===== src/rtl/s12cr_pkg.sv =====
// Package: shared types, constants and helpers of the SDI-12 command recognizer.
`default_nettype none
package s12cr_pkg;

  localparam int CmdDepth   = 4;
  localparam int LenW       = $clog2(CmdDepth + 1);
  localparam int IdxW       = $clog2(CmdDepth);
  localparam int QueueDepth = 2;
  localparam int QPtrW      = $clog2(QueueDepth);
  localparam int QCntW      = $clog2(QueueDepth + 1);
  localparam int TickW      = 16;
  localparam int AddrW      = 7;
  localparam int KindW      = 3;
  localparam int CfgIdxW    = 1;
  localparam int CfgDataW   = 16;

  localparam logic [CfgIdxW-1:0] CfgDefaultAddress = 1'd0;
  localparam logic [CfgIdxW-1:0] CfgStreamInterval = 1'd1;

  localparam logic [AddrW-1:0]  DefaultAddressRst = 7'd48;
  localparam logic [TickW-1:0]  StreamIntervalRst = 16'd1000;
  localparam logic [TickW-1:0]  TickMax           = 16'hFFFF;

  localparam logic [7:0] ByteLo = 8'd32;
  localparam logic [7:0] ByteHi = 8'd126;

  localparam logic [AddrW-1:0] ChSpace = 7'h20;
  localparam logic [AddrW-1:0] ChBang  = 7'h21;
  localparam logic [AddrW-1:0] ChQuery = 7'h3F;
  localparam logic [AddrW-1:0] ChA     = 7'h41;
  localparam logic [AddrW-1:0] ChM     = 7'h4D;
  localparam logic [AddrW-1:0] ChD     = 7'h44;
  localparam logic [AddrW-1:0] ChR     = 7'h52;
  localparam logic [AddrW-1:0] Ch0     = 7'h30;
  localparam logic [AddrW-1:0] Ch1     = 7'h31;
  localparam logic [AddrW-1:0] Ch2     = 7'h32;

  localparam logic [KindW-1:0] KindAddr    = 3'd0;
  localparam logic [KindW-1:0] KindMeasure = 3'd1;
  localparam logic [KindW-1:0] KindData1   = 3'd2;
  localparam logic [KindW-1:0] KindData2   = 3'd3;
  localparam logic [KindW-1:0] KindAll     = 3'd4;
  localparam logic [KindW-1:0] KindStream  = 3'd5;

  typedef enum logic [1:0] {
    ITEM_TICK,
    ITEM_TERM,
    ITEM_CHAR
  } item_kind_e;

  typedef struct packed {
    item_kind_e       kind;
    logic [AddrW-1:0] ch;
  } item_t;

  typedef struct packed {
    logic             addr_wr;
    logic [AddrW-1:0] addr;
    logic [TickW-1:0] interval;
  } cfg_t;

  typedef struct packed {
    logic             push;
    logic             pop;
    logic [QCntW-1:0] count;
  } q_stat_t;

  function automatic logic is_alnum(input logic [AddrW-1:0] c);
    is_alnum = (c >= 7'h30 && c <= 7'h39) || (c >= 7'h41 && c <= 7'h5A) ||
               (c >= 7'h61 && c <= 7'h7A);
  endfunction

endpackage
`default_nettype wire


===== src/rtl/s12cr_if.sv =====
// Interfaces: input, result and configuration channels.
`default_nettype none
interface s12cr_in_if;
  logic       valid;
  logic       ready;
  logic       req_type;
  logic [7:0] rx_byte;
  modport source (output valid, req_type, rx_byte, input ready);
  modport sink (input valid, req_type, rx_byte, output ready);
endinterface

interface s12cr_out_if;
  logic                           valid;
  logic                           ready;
  logic [s12cr_pkg::KindW-1:0]    resp_kind;
  logic [s12cr_pkg::AddrW-1:0]    resp_addr;
  modport source (output valid, resp_kind, resp_addr, input ready);
  modport sink (input valid, resp_kind, resp_addr, output ready);
endinterface

interface s12cr_cfg_if;
  logic                           valid;
  logic                           ready;
  logic [s12cr_pkg::CfgIdxW-1:0]  index;
  logic [s12cr_pkg::CfgDataW-1:0] data;
  modport source (output valid, index, data, input ready);
  modport sink (input valid, index, data, output ready);
endinterface
`default_nettype wire


===== src/rtl/s12cr_front.sv =====
// Front end: filter received bytes and classify each transfer into a queue item.
`default_nettype none
module s12cr_front (
  input  logic                 in_valid_i,
  input  logic                 in_req_type_i,
  input  logic [7:0]           in_rx_byte_i,
  input  logic                 q_full_i,
  output logic                 in_ready_o,
  output logic                 push_o,
  output s12cr_pkg::item_t     item_o
);

  logic printable;

  assign printable  = (in_rx_byte_i >= s12cr_pkg::ByteLo) &&
                      (in_rx_byte_i <= s12cr_pkg::ByteHi);
  assign in_ready_o = !q_full_i;

  always_comb begin
    item_o.ch = in_rx_byte_i[s12cr_pkg::AddrW-1:0];
    if (in_req_type_i) begin
      item_o.kind = s12cr_pkg::ITEM_TICK;
    end else if (item_o.ch == s12cr_pkg::ChBang) begin
      item_o.kind = s12cr_pkg::ITEM_TERM;
    end else begin
      item_o.kind = s12cr_pkg::ITEM_CHAR;
    end
  end

  // drop unprintable bytes here
  assign push_o = in_valid_i && !q_full_i && (in_req_type_i || printable);

endmodule
`default_nettype wire


===== src/rtl/s12cr_queue.sv =====
// Queue: short item buffer between the front end and the command engine.
`default_nettype none
module s12cr_queue (
  input  logic                 clk_i,
  input  logic                 rst_ni,
  input  logic                 push_i,
  input  s12cr_pkg::item_t     item_i,
  input  logic                 pop_i,
  output logic                 full_o,
  output logic                 valid_o,
  output s12cr_pkg::item_t     head_o,
  output logic [s12cr_pkg::QCntW-1:0] count_o
);

  s12cr_pkg::item_t mem_q [s12cr_pkg::QueueDepth];
  logic [s12cr_pkg::QPtrW-1:0] wr_ptr_q, wr_ptr_d;
  logic [s12cr_pkg::QPtrW-1:0] rd_ptr_q, rd_ptr_d;
  logic [s12cr_pkg::QCntW-1:0] cnt_q, cnt_d;

  assign full_o  = (cnt_q == s12cr_pkg::QCntW'(s12cr_pkg::QueueDepth));
  assign valid_o = (cnt_q != '0);
  assign head_o  = mem_q[rd_ptr_q];
  assign count_o = cnt_q;

  always_comb begin
    wr_ptr_d = push_i ? wr_ptr_q + 1'b1 : wr_ptr_q;
    rd_ptr_d = pop_i ? rd_ptr_q + 1'b1 : rd_ptr_q;
    cnt_d    = cnt_q;
    if (push_i && !pop_i) begin
      cnt_d = cnt_q + 1'b1;
    end else if (pop_i && !push_i) begin
      cnt_d = cnt_q - 1'b1;
    end
  end

  always_ff @(posedge clk_i or negedge rst_ni) begin
    if (!rst_ni) begin
      wr_ptr_q <= '0;
      rd_ptr_q <= '0;
      cnt_q    <= '0;
    end else begin
      wr_ptr_q <= wr_ptr_d;
      rd_ptr_q <= rd_ptr_d;
      cnt_q    <= cnt_d;
    end
  end

  always_ff @(posedge clk_i) begin
    if (push_i) begin
      mem_q[wr_ptr_q] <= item_i;
    end
  end

endmodule
`default_nettype wire


===== src/rtl/s12cr_back.sv =====
// Command engine: gather characters, decode commands, run the stream timer.
`default_nettype none
module s12cr_back (
  input  logic                 clk_i,
  input  logic                 rst_ni,
  input  s12cr_pkg::cfg_t      cfg_i,
  input  logic                 q_valid_i,
  input  s12cr_pkg::item_t     q_head_i,
  output logic                 pop_o,
  output logic                 out_valid_o,
  input  logic                 out_ready_i,
  output logic [s12cr_pkg::KindW-1:0] out_kind_o,
  output logic [s12cr_pkg::AddrW-1:0] out_addr_o
);

  logic [s12cr_pkg::AddrW-1:0] cmd_q [s12cr_pkg::CmdDepth];
  logic [s12cr_pkg::AddrW-1:0] own_q, own_d;
  logic [s12cr_pkg::LenW-1:0]  stored_q, stored_d;
  logic [s12cr_pkg::LenW-1:0]  content_q, content_d;
  logic                        too_long_q, too_long_d;
  logic                        stream_q, stream_d;
  logic [s12cr_pkg::TickW-1:0] ticks_q, ticks_d;
  logic [s12cr_pkg::TickW-1:0] ticks_inc;
  logic                        ovalid_q, ovalid_d;
  logic [s12cr_pkg::KindW-1:0] okind_q, okind_d;
  logic [s12cr_pkg::AddrW-1:0] oaddr_q, oaddr_d;
  logic                        emit;
  logic                        store_wr;
  logic                        has_room;
  logic                        own_match;

  assign pop_o       = q_valid_i && (!ovalid_q || out_ready_i);
  assign out_valid_o = ovalid_q;
  assign out_kind_o  = okind_q;
  assign out_addr_o  = oaddr_q;
  assign has_room    = (stored_q < s12cr_pkg::LenW'(s12cr_pkg::CmdDepth));
  assign own_match   = (cmd_q[0] == own_q);
  assign ticks_inc   = (ticks_q == s12cr_pkg::TickMax) ? ticks_q : ticks_q + 1'b1;

  always_comb begin
    own_d      = own_q;
    stored_d   = stored_q;
    content_d  = content_q;
    too_long_d = too_long_q;
    stream_d   = stream_q;
    ticks_d    = ticks_q;
    okind_d    = okind_q;
    oaddr_d    = oaddr_q;
    emit       = 1'b0;
    store_wr   = 1'b0;
    if (pop_o) begin
      case (q_head_i.kind)
        s12cr_pkg::ITEM_TICK: begin
          if (stream_q) begin
            if (ticks_inc >= cfg_i.interval) begin
              ticks_d = '0;
              emit    = 1'b1;
              okind_d = s12cr_pkg::KindStream;
              oaddr_d = own_q;
            end else begin
              ticks_d = ticks_inc;
            end
          end
        end
        s12cr_pkg::ITEM_TERM: begin
          stream_d   = 1'b0;
          stored_d   = '0;
          content_d  = '0;
          too_long_d = 1'b0;
          oaddr_d    = own_q;
          if (!too_long_q && content_q != '0) begin
            if (content_q == s12cr_pkg::LenW'(1) && cmd_q[0] == s12cr_pkg::ChQuery) begin
              emit    = 1'b1;
              okind_d = s12cr_pkg::KindAddr;
            end else if (own_match) begin
              if (content_q == s12cr_pkg::LenW'(3) && cmd_q[1] == s12cr_pkg::ChA) begin
                if (s12cr_pkg::is_alnum(cmd_q[2])) begin
                  emit    = 1'b1;
                  okind_d = s12cr_pkg::KindAddr;
                  own_d   = cmd_q[2];
                  oaddr_d = cmd_q[2];
                end
              end else if (content_q == s12cr_pkg::LenW'(2) &&
                           cmd_q[1] == s12cr_pkg::ChM) begin
                emit    = 1'b1;
                okind_d = s12cr_pkg::KindMeasure;
              end else if (content_q == s12cr_pkg::LenW'(3) && cmd_q[1] == s12cr_pkg::ChD &&
                           cmd_q[2] == s12cr_pkg::Ch1) begin
                emit    = 1'b1;
                okind_d = s12cr_pkg::KindData1;
              end else if (content_q == s12cr_pkg::LenW'(3) && cmd_q[1] == s12cr_pkg::ChD &&
                           cmd_q[2] == s12cr_pkg::Ch2) begin
                emit    = 1'b1;
                okind_d = s12cr_pkg::KindData2;
              end else if (content_q == s12cr_pkg::LenW'(3) && cmd_q[1] == s12cr_pkg::ChR &&
                           cmd_q[2] == s12cr_pkg::Ch0) begin
                emit     = 1'b1;
                okind_d  = s12cr_pkg::KindAll;
                stream_d = 1'b1;
                ticks_d  = '0;
              end
            end
          end
        end
        s12cr_pkg::ITEM_CHAR: begin
          if (!(q_head_i.ch == s12cr_pkg::ChSpace && stored_q == '0)) begin
            if (has_room) begin
              store_wr = 1'b1;
              stored_d = stored_q + 1'b1;
              if (q_head_i.ch != s12cr_pkg::ChSpace) begin
                content_d = stored_q + 1'b1;
              end
            end else if (q_head_i.ch != s12cr_pkg::ChSpace) begin
              too_long_d = 1'b1;
            end
          end
        end
        default: begin
        end
      endcase
    end
    if (cfg_i.addr_wr) begin
      own_d = cfg_i.addr;
    end
    if (pop_o) begin
      ovalid_d = emit;
    end else if (out_ready_i) begin
      ovalid_d = 1'b0;
    end else begin
      ovalid_d = ovalid_q;
    end
  end

  always_ff @(posedge clk_i or negedge rst_ni) begin
    if (!rst_ni) begin
      own_q      <= s12cr_pkg::DefaultAddressRst;
      stored_q   <= '0;
      content_q  <= '0;
      too_long_q <= 1'b0;
      stream_q   <= 1'b0;
      ticks_q    <= '0;
      ovalid_q   <= 1'b0;
    end else begin
      own_q      <= own_d;
      stored_q   <= stored_d;
      content_q  <= content_d;
      too_long_q <= too_long_d;
      stream_q   <= stream_d;
      ticks_q    <= ticks_d;
      ovalid_q   <= ovalid_d;
    end
  end

  always_ff @(posedge clk_i) begin
    okind_q <= okind_d;
    oaddr_q <= oaddr_d;
    if (store_wr) begin
      cmd_q[stored_q[s12cr_pkg::IdxW-1:0]] <= q_head_i.ch;
    end
  end

endmodule
`default_nettype wire


===== src/rtl/sdi12_command_recognizer.sv =====
// Top level: SDI-12 sensor command recognizer.
// Takes received bytes (req_type 0) and millisecond ticks (req_type 1) and
// returns at most one response code with its address per item. One item is
// accepted every clock cycle while the queue is not full; a result is
// registered on its way out (front end into a two-entry queue, then the
// command engine into the output register), and the queue absorbs short
// stalls of the result side. Configuration index 0 sets the default address
// and reloads the current address; index 1 sets the stream interval in
// ticks. Write configuration only while no item is in flight.
`default_nettype none
module sdi12_command_recognizer (
  input  logic           clk_i,
  input  logic           rst_ni,
  s12cr_in_if.sink       in_i,
  s12cr_out_if.source    out_o,
  s12cr_cfg_if.sink      cfg_i
);

  logic                        q_full;
  logic                        q_valid;
  logic                        push;
  logic                        pop;
  logic [s12cr_pkg::QCntW-1:0] q_count;
  s12cr_pkg::item_t            item;
  s12cr_pkg::item_t            head;
  s12cr_pkg::cfg_t             cfg;
  s12cr_pkg::q_stat_t          q_stat;
  logic [s12cr_pkg::AddrW-1:0] dflt_addr_q;
  logic [s12cr_pkg::TickW-1:0] interval_q;
  logic                        cfg_wr;

  assign cfg_i.ready  = 1'b1;
  assign cfg_wr       = cfg_i.valid;
  assign cfg.addr_wr  = cfg_wr && (cfg_i.index == s12cr_pkg::CfgDefaultAddress);
  assign cfg.addr     = cfg_i.data[s12cr_pkg::AddrW-1:0];
  assign cfg.interval = interval_q;

  always_ff @(posedge clk_i or negedge rst_ni) begin
    if (!rst_ni) begin
      dflt_addr_q <= s12cr_pkg::DefaultAddressRst;
      interval_q  <= s12cr_pkg::StreamIntervalRst;
    end else if (cfg_wr) begin
      case (cfg_i.index)
        s12cr_pkg::CfgDefaultAddress: dflt_addr_q <= cfg_i.data[s12cr_pkg::AddrW-1:0];
        s12cr_pkg::CfgStreamInterval: interval_q  <= cfg_i.data[s12cr_pkg::TickW-1:0];
        default: begin
        end
      endcase
    end
  end

  s12cr_front u_front (
    .in_valid_i    (in_i.valid),
    .in_req_type_i (in_i.req_type),
    .in_rx_byte_i  (in_i.rx_byte),
    .q_full_i      (q_full),
    .in_ready_o    (in_i.ready),
    .push_o        (push),
    .item_o        (item)
  );

  s12cr_queue u_queue (
    .clk_i   (clk_i),
    .rst_ni  (rst_ni),
    .push_i  (push),
    .item_i  (item),
    .pop_i   (pop),
    .full_o  (q_full),
    .valid_o (q_valid),
    .head_o  (head),
    .count_o (q_count)
  );

  s12cr_back u_back (
    .clk_i       (clk_i),
    .rst_ni      (rst_ni),
    .cfg_i       (cfg),
    .q_valid_i   (q_valid),
    .q_head_i    (head),
    .pop_o       (pop),
    .out_valid_o (out_o.valid),
    .out_ready_i (out_o.ready),
    .out_kind_o  (out_o.resp_kind),
    .out_addr_o  (out_o.resp_addr)
  );

  assign q_stat.push  = push;
  assign q_stat.pop   = pop;
  assign q_stat.count = q_count;

`ifndef SYNTHESIS
  a_q_bound: assert property (@(posedge clk_i) disable iff (!rst_ni)
    q_stat.count <= s12cr_pkg::QCntW'(s12cr_pkg::QueueDepth))
    else $error("queue count above depth");

  a_pop_nonempty: assert property (@(posedge clk_i) disable iff (!rst_ni)
    q_stat.pop |-> q_stat.count != '0)
    else $error("pop from empty queue");

  a_push_count: assert property (@(posedge clk_i) disable iff (!rst_ni)
    (q_stat.push && !q_stat.pop) |=> q_stat.count == $past(q_stat.count) + 1'b1)
    else $error("queue count missed a push");

  a_dflt_reload: assert property (@(posedge clk_i) disable iff (!rst_ni)
    cfg.addr_wr |=> dflt_addr_q == $past(cfg.addr))
    else $error("default address not held");
`endif

endmodule
`default_nettype wire

===== src/flat_wrapper.sv =====
// flat-port wrapper written by rule: the top's interface ports become plain ports
module sdi12_command_recognizer_flat 
  (clk_i, rst_ni, in_i_valid, in_i_req_type, in_i_rx_byte, in_i_ready, out_o_valid, out_o_resp_kind, out_o_resp_addr, out_o_ready, cfg_i_valid, cfg_i_index, cfg_i_data, cfg_i_ready);
  s12cr_in_if in_i_i ();
  s12cr_out_if out_o_i ();
  s12cr_cfg_if cfg_i_i ();
  input  logic clk_i;
  input  logic rst_ni;
  input wire logic [$bits(in_i_i.valid)-1:0] in_i_valid;
  input wire logic [$bits(in_i_i.req_type)-1:0] in_i_req_type;
  input wire logic [$bits(in_i_i.rx_byte)-1:0] in_i_rx_byte;
  output wire logic [$bits(in_i_i.ready)-1:0] in_i_ready;
  output wire logic [$bits(out_o_i.valid)-1:0] out_o_valid;
  output wire logic [$bits(out_o_i.resp_kind)-1:0] out_o_resp_kind;
  output wire logic [$bits(out_o_i.resp_addr)-1:0] out_o_resp_addr;
  input wire logic [$bits(out_o_i.ready)-1:0] out_o_ready;
  input wire logic [$bits(cfg_i_i.valid)-1:0] cfg_i_valid;
  input wire logic [$bits(cfg_i_i.index)-1:0] cfg_i_index;
  input wire logic [$bits(cfg_i_i.data)-1:0] cfg_i_data;
  output wire logic [$bits(cfg_i_i.ready)-1:0] cfg_i_ready;
  assign in_i_i.valid = in_i_valid;
  assign in_i_i.req_type = in_i_req_type;
  assign in_i_i.rx_byte = in_i_rx_byte;
  assign in_i_ready = in_i_i.ready;
  assign out_o_valid = out_o_i.valid;
  assign out_o_resp_kind = out_o_i.resp_kind;
  assign out_o_resp_addr = out_o_i.resp_addr;
  assign out_o_i.ready = out_o_ready;
  assign cfg_i_i.valid = cfg_i_valid;
  assign cfg_i_i.index = cfg_i_index;
  assign cfg_i_i.data = cfg_i_data;
  assign cfg_i_ready = cfg_i_i.ready;
  sdi12_command_recognizer u_core (.clk_i(clk_i), .rst_ni(rst_ni), .in_i(in_i_i), .out_o(out_o_i), .cfg_i(cfg_i_i));
endmodule

===== config.mk =====
export PLATFORM = sky130hd
export DESIGN_NAME = sdi12_command_recognizer_flat
export DESIGN_NICKNAME = d
export VERILOG_FILES = /design/src/rtl/s12cr_pkg.sv /design/src/rtl/s12cr_if.sv /design/src/rtl/s12cr_front.sv /design/src/rtl/s12cr_queue.sv /design/src/rtl/s12cr_back.sv /design/src/rtl/sdi12_command_recognizer.sv /design/src/flat_wrapper.sv
export SDC_FILE = /design/constraint.sdc
export NUM_CORES = 1
export LEC_CHECK = 0
export BUFFER_PORTS_ARGS = -buffer_cell sky130_fd_sc_hd__buf_2
export CAP_MARGIN = 25
export CORE_AREA = 2 2 101 103
export DETAILED_ROUTE_END_ITERATION = 7
export DIE_AREA = 0 0 103 105
export PLACE_DENSITY = 0.72
export SETUP_SLACK_MARGIN = 0.15
export SYNTH_ARGS = -nofsm -noshare
export SYNTH_HDL_FRONTEND = slang
export SYNTH_SLANG_ARGS = --single-unit

===== constraint.sdc =====
create_clock -name clk_i -period 4.9 [get_ports clk_i]
set_input_delay 0.49 -clock clk_i [delete_from_list [all_inputs] [get_ports clk_i]]
set_output_delay 0.49 -clock clk_i [all_outputs]
set_load 0.005 [all_outputs]

After elaboration in Yosys (flattened, before gate mapping)
Memory sizes are Yosys's and may differ from the RTL's.
Index checks and enable logic that the tools add are counted.
- flip-flop bits (word level): 62
- RAM bits: 46
- input bits: 31
- output and inout port bits: 13
- word-level logic and storage cells: 195
- memories kept: 2
- memory list (memory ; words ; width ; read ports ; clocked after Yosys merged registers in ; wr ports ; line ; RTL):
    u_core.u_back.cmd_q ; 4 ; 7 ; 3 ; 0 ; 1 ; s12cr_back.sv:16 ; logic [s12cr_pkg::AddrW-1:0] cmd_q [s12cr_pkg::CmdDepth];
    u_core.u_queue.mem_q ; 2 ; 9 ; 1 ; 0 ; 1 ; s12cr_queue.sv:15 ; s12cr_pkg::item_t mem_q [s12cr_pkg::QueueDepth];
- add/subtract/negate cells: 6
- order comparisons: 10
- eq/ne operators: 36
- multiplexer cells: 79
- bitwise operators: 1
- reductions and logical operators: 48
- operators by type and width (cell ; count):
    16-bit 2-to-1 mux ; 11
    7-bit 2-to-1 mux ; 10
    3-bit 2-to-1 mux ; 16
    7-bit by 6-bit == test with 1-bit output, second input constant ; 6
    16-bit case mux with 2 select lines ; 1
    1-bit 2-to-1 mux ; 31
    7-bit == test, second input constant ; 4
    2-bit != test, second input constant ; 14
    1-bit logical AND ; 20
    3-bit case mux with 2 select lines ; 3
    16-bit by 1-bit adder with 16-bit output, second input constant ; 1
    16-bit == test, second input constant ; 1
    16-bit greater-or-equal comparator ; 1
    7-bit greater-or-equal comparator, second input constant ; 2
    7-bit less-or-equal comparator, second input constant ; 2
    7-bit case mux with 2 select lines ; 1
    2-bit nonzero test ; 7
    11-bit AND reduction ; 1
    5-bit AND reduction ; 2
    8-bit by 6-bit greater-or-equal comparator with 1-bit output, second input constant ; 1
    8-bit by 7-bit less-or-equal comparator with 1-bit output, second input constant ; 1
    2-bit 2-to-1 mux ; 4
    4-bit AND reduction ; 2
    8-bit AND reduction ; 1
    24 further kinds ; 37

Longest topological paths before layout
Gate-level depths: netlist of run 1.
An unclocked memory read counts as a cell.
- depth in word-level cells: 14
- mapped depth: 17
- depth with buffers taken out: 16

Cells and area by module
Synthesis of run 1 repeated with hierarchy kept, for this count alone.
- cells, all modules: 471
- area, all modules: 5376.4 um^2
- modules (own cells, without submodules) (module ; times used ; cells an instance ; area an instance (um^2) ; sequential area each (um^2)):
    s12cr_back ; 1 ; 371 ; 3733.6 ; 1734.2
    s12cr_queue ; 1 ; 44 ; 844.6 ; 640.6
    sdi12_command_recognizer ; 1 ; 37 ; 663.1 ; 407.9
    s12cr_front ; 1 ; 19 ; 135.1 ; 0.0

Worst setup path before layout of run 1
OpenSTA, ideal clock, no wires.
- kind: reg2reg
- from: register u_core.u_back.ticks_q[5] in the netlist's numbering
- to: register u_core.u_back.oaddr_q (netlist bit u_core.u_back.out_addr_o[0]), enable pin
- arrival: 3447 ps
- data required time: 4540 ps
- slack: 1093 ps
- cell stages (with the launch flop): 17
- clock period less this slack: 3807 ps
- path through: dfrtp_1 > clkbuf_1 > nand4_1 > nor4_1 > nand3_1 > nand2_1 > nor2_1 > xnor2_1 > inv_1 > ha_1 > and3_1 > a221oi_1 > a21boi_0 > a311oi_1 > nor2b_1 > a21o_1 > nor2_1
- longest elaborated chain between the ends: 5
- ends and longest elaborated chain (element ; line ; RTL):
    start: declaration ; s12cr_back.sv:22 ; logic [s12cr_pkg::TickW-1:0] ticks_q, ticks_d;
    start signal: assignment ; s12cr_back.sv:149 ; ticks_q <= ticks_d;
    16-bit by 1-bit adder with 16-bit output / 16-bit == test (equally long branches) ; s12cr_back.sv:38 ; assign ticks_inc = (ticks_q == s12cr_pkg::TickMax) ? ticks_q : ticks_q + 1'b1;
    16-bit 2-to-1 mux (*) ; s12cr_back.sv:38 ;
    16-bit greater-or-equal comparator (*) ; s12cr_back.sv:55 ; if (ticks_inc >= cfg_i.interval) begin
    2-bit != test (no source line) (*) ; n/a ;
    4-bit AND reduction (no source line) (*) ; n/a ;
    end signal: assignment ; s12cr_back.sv:156 ; oaddr_q <= oaddr_d;
    end: declaration ; s12cr_back.sv:26 ; logic [s12cr_pkg::AddrW-1:0] oaddr_q, oaddr_d;
Every way passes the cells marked *; elsewhere a longest branch is shown, timed or not.
A chain may end at the register's enable or synchronous reset.

Worst setup path after layout of run 1
- from: register u_core.u_back.ticks_q[0] in the netlist's numbering
- to: register u_core.u_back.oaddr_q (netlist bit u_core.u_back.out_addr_o[5]), enable pin
The elaborated chain is that of the path after synthesis.

==> metrics, run 1 <==
status finished clean; largest delay contributor family on the critical path simple AND/OR/NAND/NOR gates; crit path max-delay cell type dfrtp_1; Area contributors post-synth edfxtp_1 (28%), dfrtp_1 (21%), mux2_2 (6.2%); number of diodes 0; Synth Area in XOR/XNOR 4.17%; Mapped Cells 471; CTS buffer count 9; die area 10800 µm²; critical path data required time 4.92 ns; first-pass GRT wire length 17700 µm; simple-gate share of the synthesized area 15.3%; via/cell ratio 5.62; # fillers 826; final net count 567; synthesis-to-finish area growth 11.2%; CTS tree yes; Crit Path Category flip-flop to flip-flop; CTS Hold Bufs 0; initial antenna violation count 0; crit path cell chain ha_1, nand2_1, nor4_1, nand3_1, nand2_1, nor2_1, xnor2_1, inv_1, ha_1, nand2_1, a21oi_1, o41ai_2, a311oi_1, nor2b_1, a21o_1, nor2_2; io pins 44; placer congestion estimate 0.835; slew of the pin with the lowest slew margin 0.833 ns; Placement Cell Area 5570 µm²; Worst path max stage delay 0.48 ns; clk slew on worst S/H paths 0.09 ns; Slew headroom 43.9%; Post-synth EDFFs 49; Die H 105 µm; Max clock buf depth 2; Peak VDD IR 0.000438 V; GRT Resource Usage Total 21.1%; final non-filler cell area 5840 µm²; max-cap viol count 0; Seq cells post-synth 101; HPWL Detailed 7910 µm; leading area contributor after synthesis edfxtp_1; layout cells sized above 1 20.4%; pin count of the biggest net entering global routing 53; largest family of logic cells by synthesized area simple AND/OR/NAND/NOR gates; 1st-pass router iterations 5; DRC 0; routed wire length 10700 µm; syn_area_per_cell 11.1 µm²; die width 103 µm; CP startpoint kind flip-flop; fmax 0.225 GHz; area share of the largest cell type after synthesis 28.0%; root buffer cell clkbuf_8; Synth Area in Adders 5.24%; synthesized area 5250 µm²; syn nets 524; vias in the first global route 3629; Worst Setup End Kind flip-flop; # rows 36; class of the worst hold path input port to async pin; Crit path buffers/inverters 1; crit path DAT 4.47 ns; clock sink total 101; PortBufs 42; YS warnings 0; DR iter-0 viols 187; sequential fraction of the synthesis area 53.0%; min Tclk post-route 4.45 ns; Max FO, Critical Path 9; most used cell, CP nand2_1; total congestion overflow 0; Most Crowded Layer GR met2; Yosys cell types 64; endpoints failing setup 0; Final Slew Violations 0; mux cell area share after synthesis 7.94%; Final period util 90.9%; area taken by multi-input logic gates 2290 µm²; later-pin clock latency in the skew report 0.36 ns; Initial Utilization 54.5%; Power Total 2.35 mW; clk_skew 0.00648 ns; unrepaired setup endpoints after global routing false; GRT met2 Usage 32.3%; Hold Fails Final Rpt 0; setup TNS 0 ns; dominant synthesized flop cell edfxtp_1; via count 3666; met3 Usage GRT 5.69%; Compound-Gate Fraction of Synth Area 10.7%; area of the core 9640 µm²; Pwr Density 402 nW/µm²; Lkg Pwr 2.55 nW; Synth async-reset ratio 51.5%; Post-DRT Antenna Nets 0; met1 GRT Util 28.8%; Max H-tree Level 3; FF+latch area 2780 µm²; routed length per instance 16.5 µm
sequential cells by signal, summed over array words and instances, names as in the netlist, 2 cells and up:
register / flops
u_core.u_back.out_kind_o: 3
u_core.u_queue.mem_q: 18
u_core.u_back.own_q: 7
u_core.u_back.stored_q: 3
u_core.u_back.cmd_q: 21
u_core.u_back.content_q: 3
u_core.u_queue.count_o: 2
u_core.interval_q: 16
u_core.u_back.out_addr_o: 7
u_core.u_back.ticks_q: 16
worst register-to-register path, delay by kind of cell, from the launching register on:
family	cells	cell delay, ns
xor+xnor	1	0.24
flops	1	0.48
simple gates	8	1.88
compound gates	4	0.90
buf+inv	1	0.08
fa+ha+maj	2	0.53
where the power goes:
part,switching [mW],internal [mW],total (mW)
Clock,0.277,0.342,0.619
Combinational,0.313,0.227,0.540
Sequential,0.116,1.07,1.19
Total,0.706,1.64,2.35
final cells by class:
class	count	share of cell area, %
clock buffers	11	2.25
inverters	32	2.06
clock inverters	5	1.80
multi-input cells	324	39.3
repair buffers	46	4.11
flip-flops and latches	101	47.7
well taps	133	2.85
kinds of logic (layout without fill, tap and decap cells):
family	after synthesis	after routing
AND/OR/NAND/NOR	155	155
flip-flops	101	101
AO/OA/AOI/OAI	83	83
buffers and inverters	46	94
multiplexers	38	38
XOR/XNOR	25	25
adder cells (fa/ha/maj)	22	22
other	1	1
cells in the final DEF, fill, tap and decap left out, drive strengths merged, types with 10 or more instances in the layout:
cell type   n
a21oi      12
nand4      10
dfrtp      44
nand2      48
clkbuf     11
buf        46
o21ai      22
edfxtp     49
xor2       11
xnor2      14
nor2       25
inv        34
ha         22
nor3       11
mux2       29
Yosys cell counts (9+ instances only):
cell / instances
edfxtp_1: 49
nand2_1: 48
dfrtp_1: 44
inv_1: 32
mux2_2: 29
nor2_1: 24
ha_1: 22
o21ai_0: 16
xnor2_1: 14
a21oi_1: 11
xor2_1: 11
nand4_1: 10
nor3_1: 10
clkbuf_1: 9
mux2i_1: 9
nand2b_1: 9
nand3_1: 9
final timing paths:
| check | startpoint | to | slack [ns] | depth (start not counted) |
|---|---|---|---|---|
| max in group asynchronous | rst_ni | u_core.u_back.ticks_q[11]$_DFFE_PN0P_ | 4.22 | 2 |
| min in group clk_i | in_i_rx_byte[0] | u_core.u_queue.mem_q[1][0]$_DFFE_PP_ | 0.32 | 1 |
| setup reg to reg | u_core.u_back.ticks_q[0]$_DFFE_PN0P_ | u_core.u_back.out_addr_o[5]$_DFFE_PP_ | 0.45 | 16 |
| setup / recovery | u_core.u_back.ticks_q[0]$_DFFE_PN0P_ | u_core.u_back.out_addr_o[5]$_DFFE_PP_ | 0.45 | 16 |
| hold / removal | rst_ni | u_core.u_back.ticks_q[7]$_DFFE_PN0P_ | 0.23 | 2 |
| hold reg to reg | u_core.interval_q[13]$_DFFE_PN0P_ | u_core.interval_q[13]$_DFFE_PN0P_ | 0.51 | 1 |
repair_timing:
item                       CTS  global route
setup endpoints to repair    0            19
buffers inserted             0             3
gates resized for setup      0             2
per-stage QoR:
step	instances	hold WS, ns	setup WS (ns)	utilization, %
after floorplan	471	0.194	1.09	-
after global placement	633	0.469	0.625	57.8
after detailed placement	633	0.494	0.385	57.8
after CTS	649	0.245	0.354	60.2
after global routing	652	0.271	0.252	60.6
final	652	0.234	0.446	60.6
routing by layer:
metal,vias to the layer above,share of wire (%)
met1,1757,46
met2,99,47
li1,1795,-
met4,0,2.0
met5,-,0
met3,15,4.9
No activity file was read; power rests on OpenSTA's default activity.
==> run 2: changes to the inputs <==
- CORE_AREA: 2 2 101 103 -> 2 2 102 104
- DIE_AREA: 0 0 103 105 -> 0 0 104 106
- SYNTH_HIERARCHICAL: default -> 1
==> run 2 against run 1 <==
Compared with the run above: cell count fell by 0.31%; die area up 1.9%; worst hold slack got worse by 0.035 ns; area after synthesis grew 2.4%; clock power down 16%; combinational power fell by 3%; core utilization decreased by 1.8 points; non-clock buffer count unchanged; synthesized cell count unchanged; critical endpoint is now u_core/u_back/out_addr_o[2]$_DFFE_PP_; largest power group unchanged.
==> metrics, run 2 <==
status finished clean; root buffer cell clkbuf_8; area of the core 10000 µm² (+3.7%); min Tclk post-route 4.24 ns (-0.211 ns); synthesis-to-finish area growth 9.22%; io pins 44 (unchanged); first-pass GRT wire length 17800 µm (+0.71%); crit path max-delay cell type dfrtp_1; FF+latch area 2780 µm² (unchanged); Synth async-reset ratio 51.5% (unchanged); Critical Path Stages 15 (-1); YS warnings 6 (+6); routed wire length 10600 µm (-1.6%); Slew headroom 47.8% (+3.8 points); CTS buffer count 9 (unchanged); critical path data required time 4.99 ns (+0.07 ns); Setup Buffers After CTS 0 (unchanged); commonest non-fill, non-tap cell in the layout edfxtp_1; dominant synthesized flop cell edfxtp_1; syn_area_per_cell 11.4 µm² (+2.4%); Final Slew Violations 0 (unchanged); Max H-tree Level 3 (unchanged); leading area contributor after synthesis edfxtp_1; GRT Resource Usage Total 20.2% (-0.81 points); Post-DRT Antenna Nets 0 (unchanged); later-pin clock latency in the skew report 0.38 ns (+0.02 ns); DRC 0 (unchanged); Placement Cell Area 5670 µm² (+1.8%); CTS tree yes; clock sink total 101 (unchanged); Power Total 2.22 mW (-5.2%); Worst Setup End Kind flip-flop; sequential fraction of the synthesis area 51.8% (-1.2 points); PortBufs 42 (unchanged); Seq cells post-synth 101 (unchanged); setup TNS 0 ns (unchanged); die width 104 µm (+0.97%); Peak VDD IR 0.000287 V (-34%); Final period util 86.6% (-4.3 points); unrepaired setup endpoints after global routing false; area share of the largest cell type after synthesis 27.4% (-0.66 points); worst reg2reg path depth 15 (-1); fmax 0.236 GHz (+5.0%); # rows 37 (+2.8%); die area 11000 µm² (+1.9%); Max FO, Critical Path 9 (unchanged); number of diodes 0 (unchanged); Post-synth EDFFs 49 (unchanged); pin count of the biggest net entering global routing 53 (unchanged); crit path cell chain nand4_1, nor4_2, nand3_1, nand2b_1, nor3_1, xor2_1, ha_1, and3_1, a221oi_1, a21boi_0, a311oi_1, nand2b_1, a21oi_1, nor3_1, buf_4; Yosys cell types 64 (unchanged); Mapped Cells 471 (unchanged); placer congestion estimate 0.914 (+9.4%); Initial Utilization 53.8% (-0.70 points); Crit Path Category flip-flop to flip-flop; most frequent cells in the layout edfxtp_1 (49), dfrtp_1 (44), buf_2 (42); cell with the most instances after synthesis edfxtp_1; layout cells sized above 1 24.1% (+3.7 points); vias in the first global route 3646 (+0.47%); endpoints failing setup 0 (unchanged); Crit path buffers/inverters 1 (unchanged); Die H 106 µm (+0.95%); via count 3670 (+0.11%); Worst path max stage delay 0.52 ns (+0.04 ns); Lkg Pwr 2.45 nW (-3.9%); 1st-pass router iterations 5 (unchanged); class of the worst hold path input port to async pin; # fillers 851 (+3.0%); final net count 562 (-0.88%); HPWL Detailed 7760 µm (-2.0%); max-cap viol count 0 (unchanged); Hold Fails Final Rpt 0 (unchanged); total congestion overflow 0 (unchanged); Max clock buf depth 2 (unchanged); Pwr Density 379 nW/µm² (-5.7%); clk slew on worst S/H paths 0.11 ns (+0.02 ns); crit path DAT 4.33 ns (-0.14 ns); slew of the pin with the lowest slew margin 0.776 ns (-0.0570 ns); Area contributors post-synth edfxtp_1 (27%), dfrtp_1 (20%), mux2_2 (6.1%); via/cell ratio 5.65 (+0.42%); CP startpoint kind flip-flop; largest delay contributor family on the critical path simple AND/OR/NAND/NOR gates; synthesized area 5380 µm² (+2.4%); DR iter-0 viols 208 (+11%); area taken by multi-input logic gates 2380 µm² (+3.7%); clk_skew 0.0166 ns (+0.0101 ns); syn nets 524 (unchanged); final non-filler cell area 5870 µm² (+0.58%); most frequent cells after synthesis edfxtp_1 (49), dfrtp_1 (44), nand2_1 (38); max reg flops 21 (unchanged); initial antenna violation count 0 (unchanged); routed length per instance 16.3 µm (-1.3%)
## run 2: changes by cell type after synthesis, sizes merged, moves of 6 or more
cell	previous run	this run
a21oi	12	31
a31oi	2	12
buf	5	11
mux2i	9	0
mux2	29	40
o21ai	22	9
nand4	10	4
nand2	48	40
## run 2: final timing paths
check	start	to	slack (ns)
hold reg to reg	u_core/u_queue/wr_ptr_q$_DFFE_PN0P_	u_core/u_queue/wr_ptr_q$_DFFE_PN0P_	0.49
setup reg to reg	u_core/u_back/ticks_q[3]$_DFFE_PN0P_	u_core/u_back/out_addr_o[2]$_DFFE_PP_	0.66
min in group clk_i	in_i_rx_byte[0]	u_core/u_queue/mem_q[0][0]$_DFFE_PP_	0.32
setup / recovery	u_core/u_back/ticks_q[3]$_DFFE_PN0P_	u_core/u_back/out_addr_o[2]$_DFFE_PP_	0.66
hold / removal	rst_ni	u_core/interval_q[10]$_DFFE_PN0P_	0.20
max in group asynchronous	rst_ni	u_core/u_back/ticks_q[13]$_DFFE_PN0P_	4.22
## run 2: cell type report
cell class	count	share of cell area, %
multi-input combinational	323	40.5
sequential	101	47.4
clock buffer	9	2.11
clock inverter	7	1.24
timing repair buffer	46	4.09
inverter	28	1.79
tap	136	2.90
## run 2: logic make-up after synthesis
kind of cell | after synthesis | synth area share (%)
AO/OA/AOI/OAI | 80 | 9.47
XOR/XNOR | 23 | 3.75
adder cells (fa/ha/maj) | 22 | 5.12
buffers and inverters | 47 | 4.14
flip-flops | 101 | 51.8
multiplexers | 40 | 9.08
other | 1 | 0.0697
AND/OR/NAND/NOR | 157 | 16.6
## run 2: worst register-to-register path, delay by kind of cell, from the launching register on
kind | cells | cell delay, ns
buf+inv | 1 | 0.21
xor+xnor | 1 | 0.16
fa+ha+maj | 1 | 0.29
flops | 1 | 0.52
simple gates | 8 | 2.02
compound gates | 4 | 0.75
## run 2: where the power goes
part / switching [mW] / internal, mW
Combinational: 0.288 / 0.238
Clock: 0.317 / 0.201
Sequential: 0.107 / 1.07
## run 2: stage by stage
stage                     util [%]  hold WS (ns)  std cells  setup WS [ns]
after detailed placement      56.7         0.471        634          0.495
after global placement        56.6         0.466        633          0.793
after floorplan                  -         0.194        471          0.837
after CTS                     58.7         0.230        650          0.458
final                         58.7         0.198        650          0.657
after global routing          58.7         0.255        650          0.300
## run 2: what timing repair did
item	CTS	global route
gates resized for setup	0	1
hold buffers	0	0
setup endpoints to repair	0	8
## run 2: layer usage
metal | vias to the layer above | global-route usage, % | share of wire, %
met1 | 1781 | 28.6 | 48
met2 | 104 | 31.9 | 45
li1 | 1775 | - | -
met3 | 10 | 4.48 | 5.4
met5 | - | 0 | 0
met4 | 0 | 5.31 | 0.96
==> run 3: changes to the inputs <==
- CORE_AREA: 2 2 102 104 -> 2 2 103 105
- DIE_AREA: 0 0 104 106 -> 0 0 105 107
- PLACE_DENSITY: 0.72 -> 0.74
- clock period: 4.9 -> 3.62 ns (I/O delays scaled with it)
==> run 3 against run 2 <==
Compared with the run above: clock-buffer cell count stayed put; total power is 39% higher; sequential power is 36% higher; routed wire length is 17% higher; core utilization is 5.9 points higher; die area is 1.9% higher; via count is 8.2% higher; cell area is 11% higher; clock skew is 0.0020 ns lower; critical endpoint is now u_core/u_back/ticks_q[0]$_DFFE_PN0P_; largest cell class unchanged.
==> metrics, run 3 (synthesis results as in run 2) <==
# fillers 785 (-7.8%); crit path max-delay cell type dfrtp_1; Power Total 3.10 mW (+39%); io pins 44 (unchanged); Worst path max stage delay 0.46 ns (-0.06 ns); die area 11200 µm² (+1.9%); Pwr Density 475 nW/µm² (+25%); Hold Fails Final Rpt 0 (unchanged); crit path cell chain ha_2, and2_4, and3_4, nor2_4, buf_6, nand3_4, xnor2_2, ha_1, a211oi_2, nand2_1, o2111ai_2, a311oi_2, buf_4, nor2_4, buf_12, nand4_1, a31oi_1; Max clock buf depth 2 (unchanged); number of diodes 0 (unchanged); met1 WL 5320 µm (+4.6%); crit path DAT 3.90 ns (-0.43 ns); min Tclk post-route 3.59 ns (-0.657 ns); Peak VDD IR 0.000349 V (+22%); CTS tree yes; slew of the pin with the lowest slew margin 0.819 ns (+0.0424 ns); pre-CTS setup slack -0.0318 ns (-0.527 ns); Final period util 99.1% (+12 points); total congestion overflow 0 (unchanged); Worst Setup End Kind flip-flop; routed wire length 12400 µm (+17%); synthesis-to-finish area growth 21.3%; die width 105 µm (+0.96%); # rows 37 (unchanged); fmax 0.279 GHz (+18%); root buffer cell clkbuf_8; clk_skew 0.0146 ns (-0.00203 ns); Lkg Pwr 2.71 nW (+11%); area of the core 10100 µm² (+0.93%); final net count 600 (+6.8%); PortBufs 42 (unchanged); Setup WS post-layout 0.0344 ns (-0.623 ns); status finished clean; pin count of the biggest net entering global routing 28 (-47%); GRT Resource Usage Total 21.9% (+1.7 points); FF+latch area 2780 µm² (about the same); Crit Path Category flip-flop to flip-flop; Final Slew Violations 0 (unchanged); initial antenna violation count 0 (unchanged); via/cell ratio 5.77 (+2.2%); Die H 107 µm (+0.94%); DRC 0 (unchanged); largest delay contributor family on the critical path simple AND/OR/NAND/NOR gates; placer congestion estimate 0.889 (-2.8%); CP startpoint kind flip-flop; Post-DRT Antenna Nets 0 (unchanged); Slew headroom 45.4% (-2.4 points); area taken by multi-input logic gates 2670 µm² (+12%); layout cells sized above 1 37.0% (+13 points); Crit path buffers/inverters 3 (+2); Max FO, Critical Path 7 (-2); max-cap viol count 0 (unchanged); via count 3970 (+8.2%); class of the worst hold path input port to flip-flop; met2 WL post-DR 5840 µm (+22%); critical path data required time 3.93 ns (-1.06 ns); CTS buffer count 9 (unchanged); DR iter-0 viols 434 (+110%); endpoints failing setup 0 (unchanged); max reg flops 21 (unchanged); HPWL Detailed 8280 µm (+6.7%); most used cell, CP nor2_4; first-pass GRT wire length 19300 µm (+8.7%); routed length per instance 18.0 µm (+11%); vias in the first global route 3912 (+7.3%); most frequent cells in the layout edfxtp_1 (49), dfrtp_1 (43), buf_2 (42); clock sink total 101 (unchanged); Initial Utilization 53.3% (-0.49 points); later-pin clock latency in the skew report 0.39 ns (about the same); uppermost layer routed met4; clk slew on worst S/H paths 0.12 ns (about the same); routed wl met3 966 µm (+69%); Max H-tree Level 3 (unchanged); 1st-pass router iterations 5 (unchanged); unrepaired setup endpoints after global routing true; commonest non-fill, non-tap cell in the layout edfxtp_1
## run 3: cell type report
| class | count | area share [%] |
|---|---|---|
| Tap cell | 136 | 2.61 |
| Sequential cell | 101 | 42.7 |
| Clock buffer | 9 | 1.90 |
| Multi-Input combinational cell | 323 | 40.9 |
| Inverter | 28 | 1.61 |
| Clock inverter | 7 | 1.11 |
| Timing Repair Buffer | 84 | 9.19 |
## run 3: worst reg2reg max path, cell delays in order, from the launching register on
cell and delay (ns):
dfrtp_1 0.46, ha_2 0.22, and2_4 0.19, and3_4 0.21
nor2_4 0.11, buf_6 0.12, nand3_4 0.08, xnor2_2 0.14
ha_1 0.33, a211oi_2 0.23, nand2_1 0.08, o2111ai_2 0.26
a311oi_2 0.15, buf_4 0.18, nor2_4 0.23, buf_12 0.17
nand4_1 0.13, a31oi_1 0.21
## run 3: through the flow
stage          utilization, %  instance area, µm²  TNS (ns)  cells  hold slack, ns
3_5_place_dp             57.7                5820    -0.221    647           0.393
6_report                 64.6                6520         0    688           0.182
3_3_place_gp             57.7                5820         0    647           0.390
5_1_grt                  64.6                6520    -0.174    688           0.160
2_1_floorplan               -                5420         0    471          0.0664
4_1_cts                  61.2                6170         0    673           0.173
## run 3: routing by layer
layer	up-vias	track usage (%)
met2	160	35.5
met3	32	5.41
li1	1855	-
met4	0	5.33
met1	1923	29.9
met5	-	0
## run 3: path summary, 6_finish.rpt
path                                                       startpoint                                     to  slack (ns)  cells past startpoint
worst max-delay path             u_core/u_back/ticks_q[1]$_DFFE_PN0P_   u_core/u_back/ticks_q[0]$_DFFE_PN0P_        0.03                     17
worst min-delay path                                  in_i_rx_byte[0]   u_core/u_queue/mem_q[1][0]$_DFFE_PP_        0.18                      1
worst max register to register   u_core/u_back/ticks_q[1]$_DFFE_PN0P_   u_core/u_back/ticks_q[0]$_DFFE_PN0P_        0.03                     17
worst min register to register  u_core/u_queue/count_o[1]$_DFFE_PN0P_  u_core/u_queue/count_o[1]$_DFFE_PN0P_        0.50                      1
max in group asynchronous                                      rst_ni       u_core/interval_q[9]$_DFFE_PN1P_        2.30                      3
min in group asynchronous                                      rst_ni   u_core/u_back/ticks_q[2]$_DFFE_PN0P_        0.50                      2
## run 3: repair_timing
action | 4_1_cts | 5_1_grt
resized for setup | 8 | 45
setup endpoints to repair | 16 | 27
setup buffers | 8 | 13
hold buffers | 1 | 0
cloned | 1 | 2
pin swaps | 5 | 31
endpoints found under the hold margin | 19 | 0
## run 3: report_power, final
group / internal (mW) / switching, mW / total (mW)
logic: 0.359 / 0.419 / 0.777
registers: 1.45 / 0.146 / 1.60
clock network: 0.274 / 0.448 / 0.722
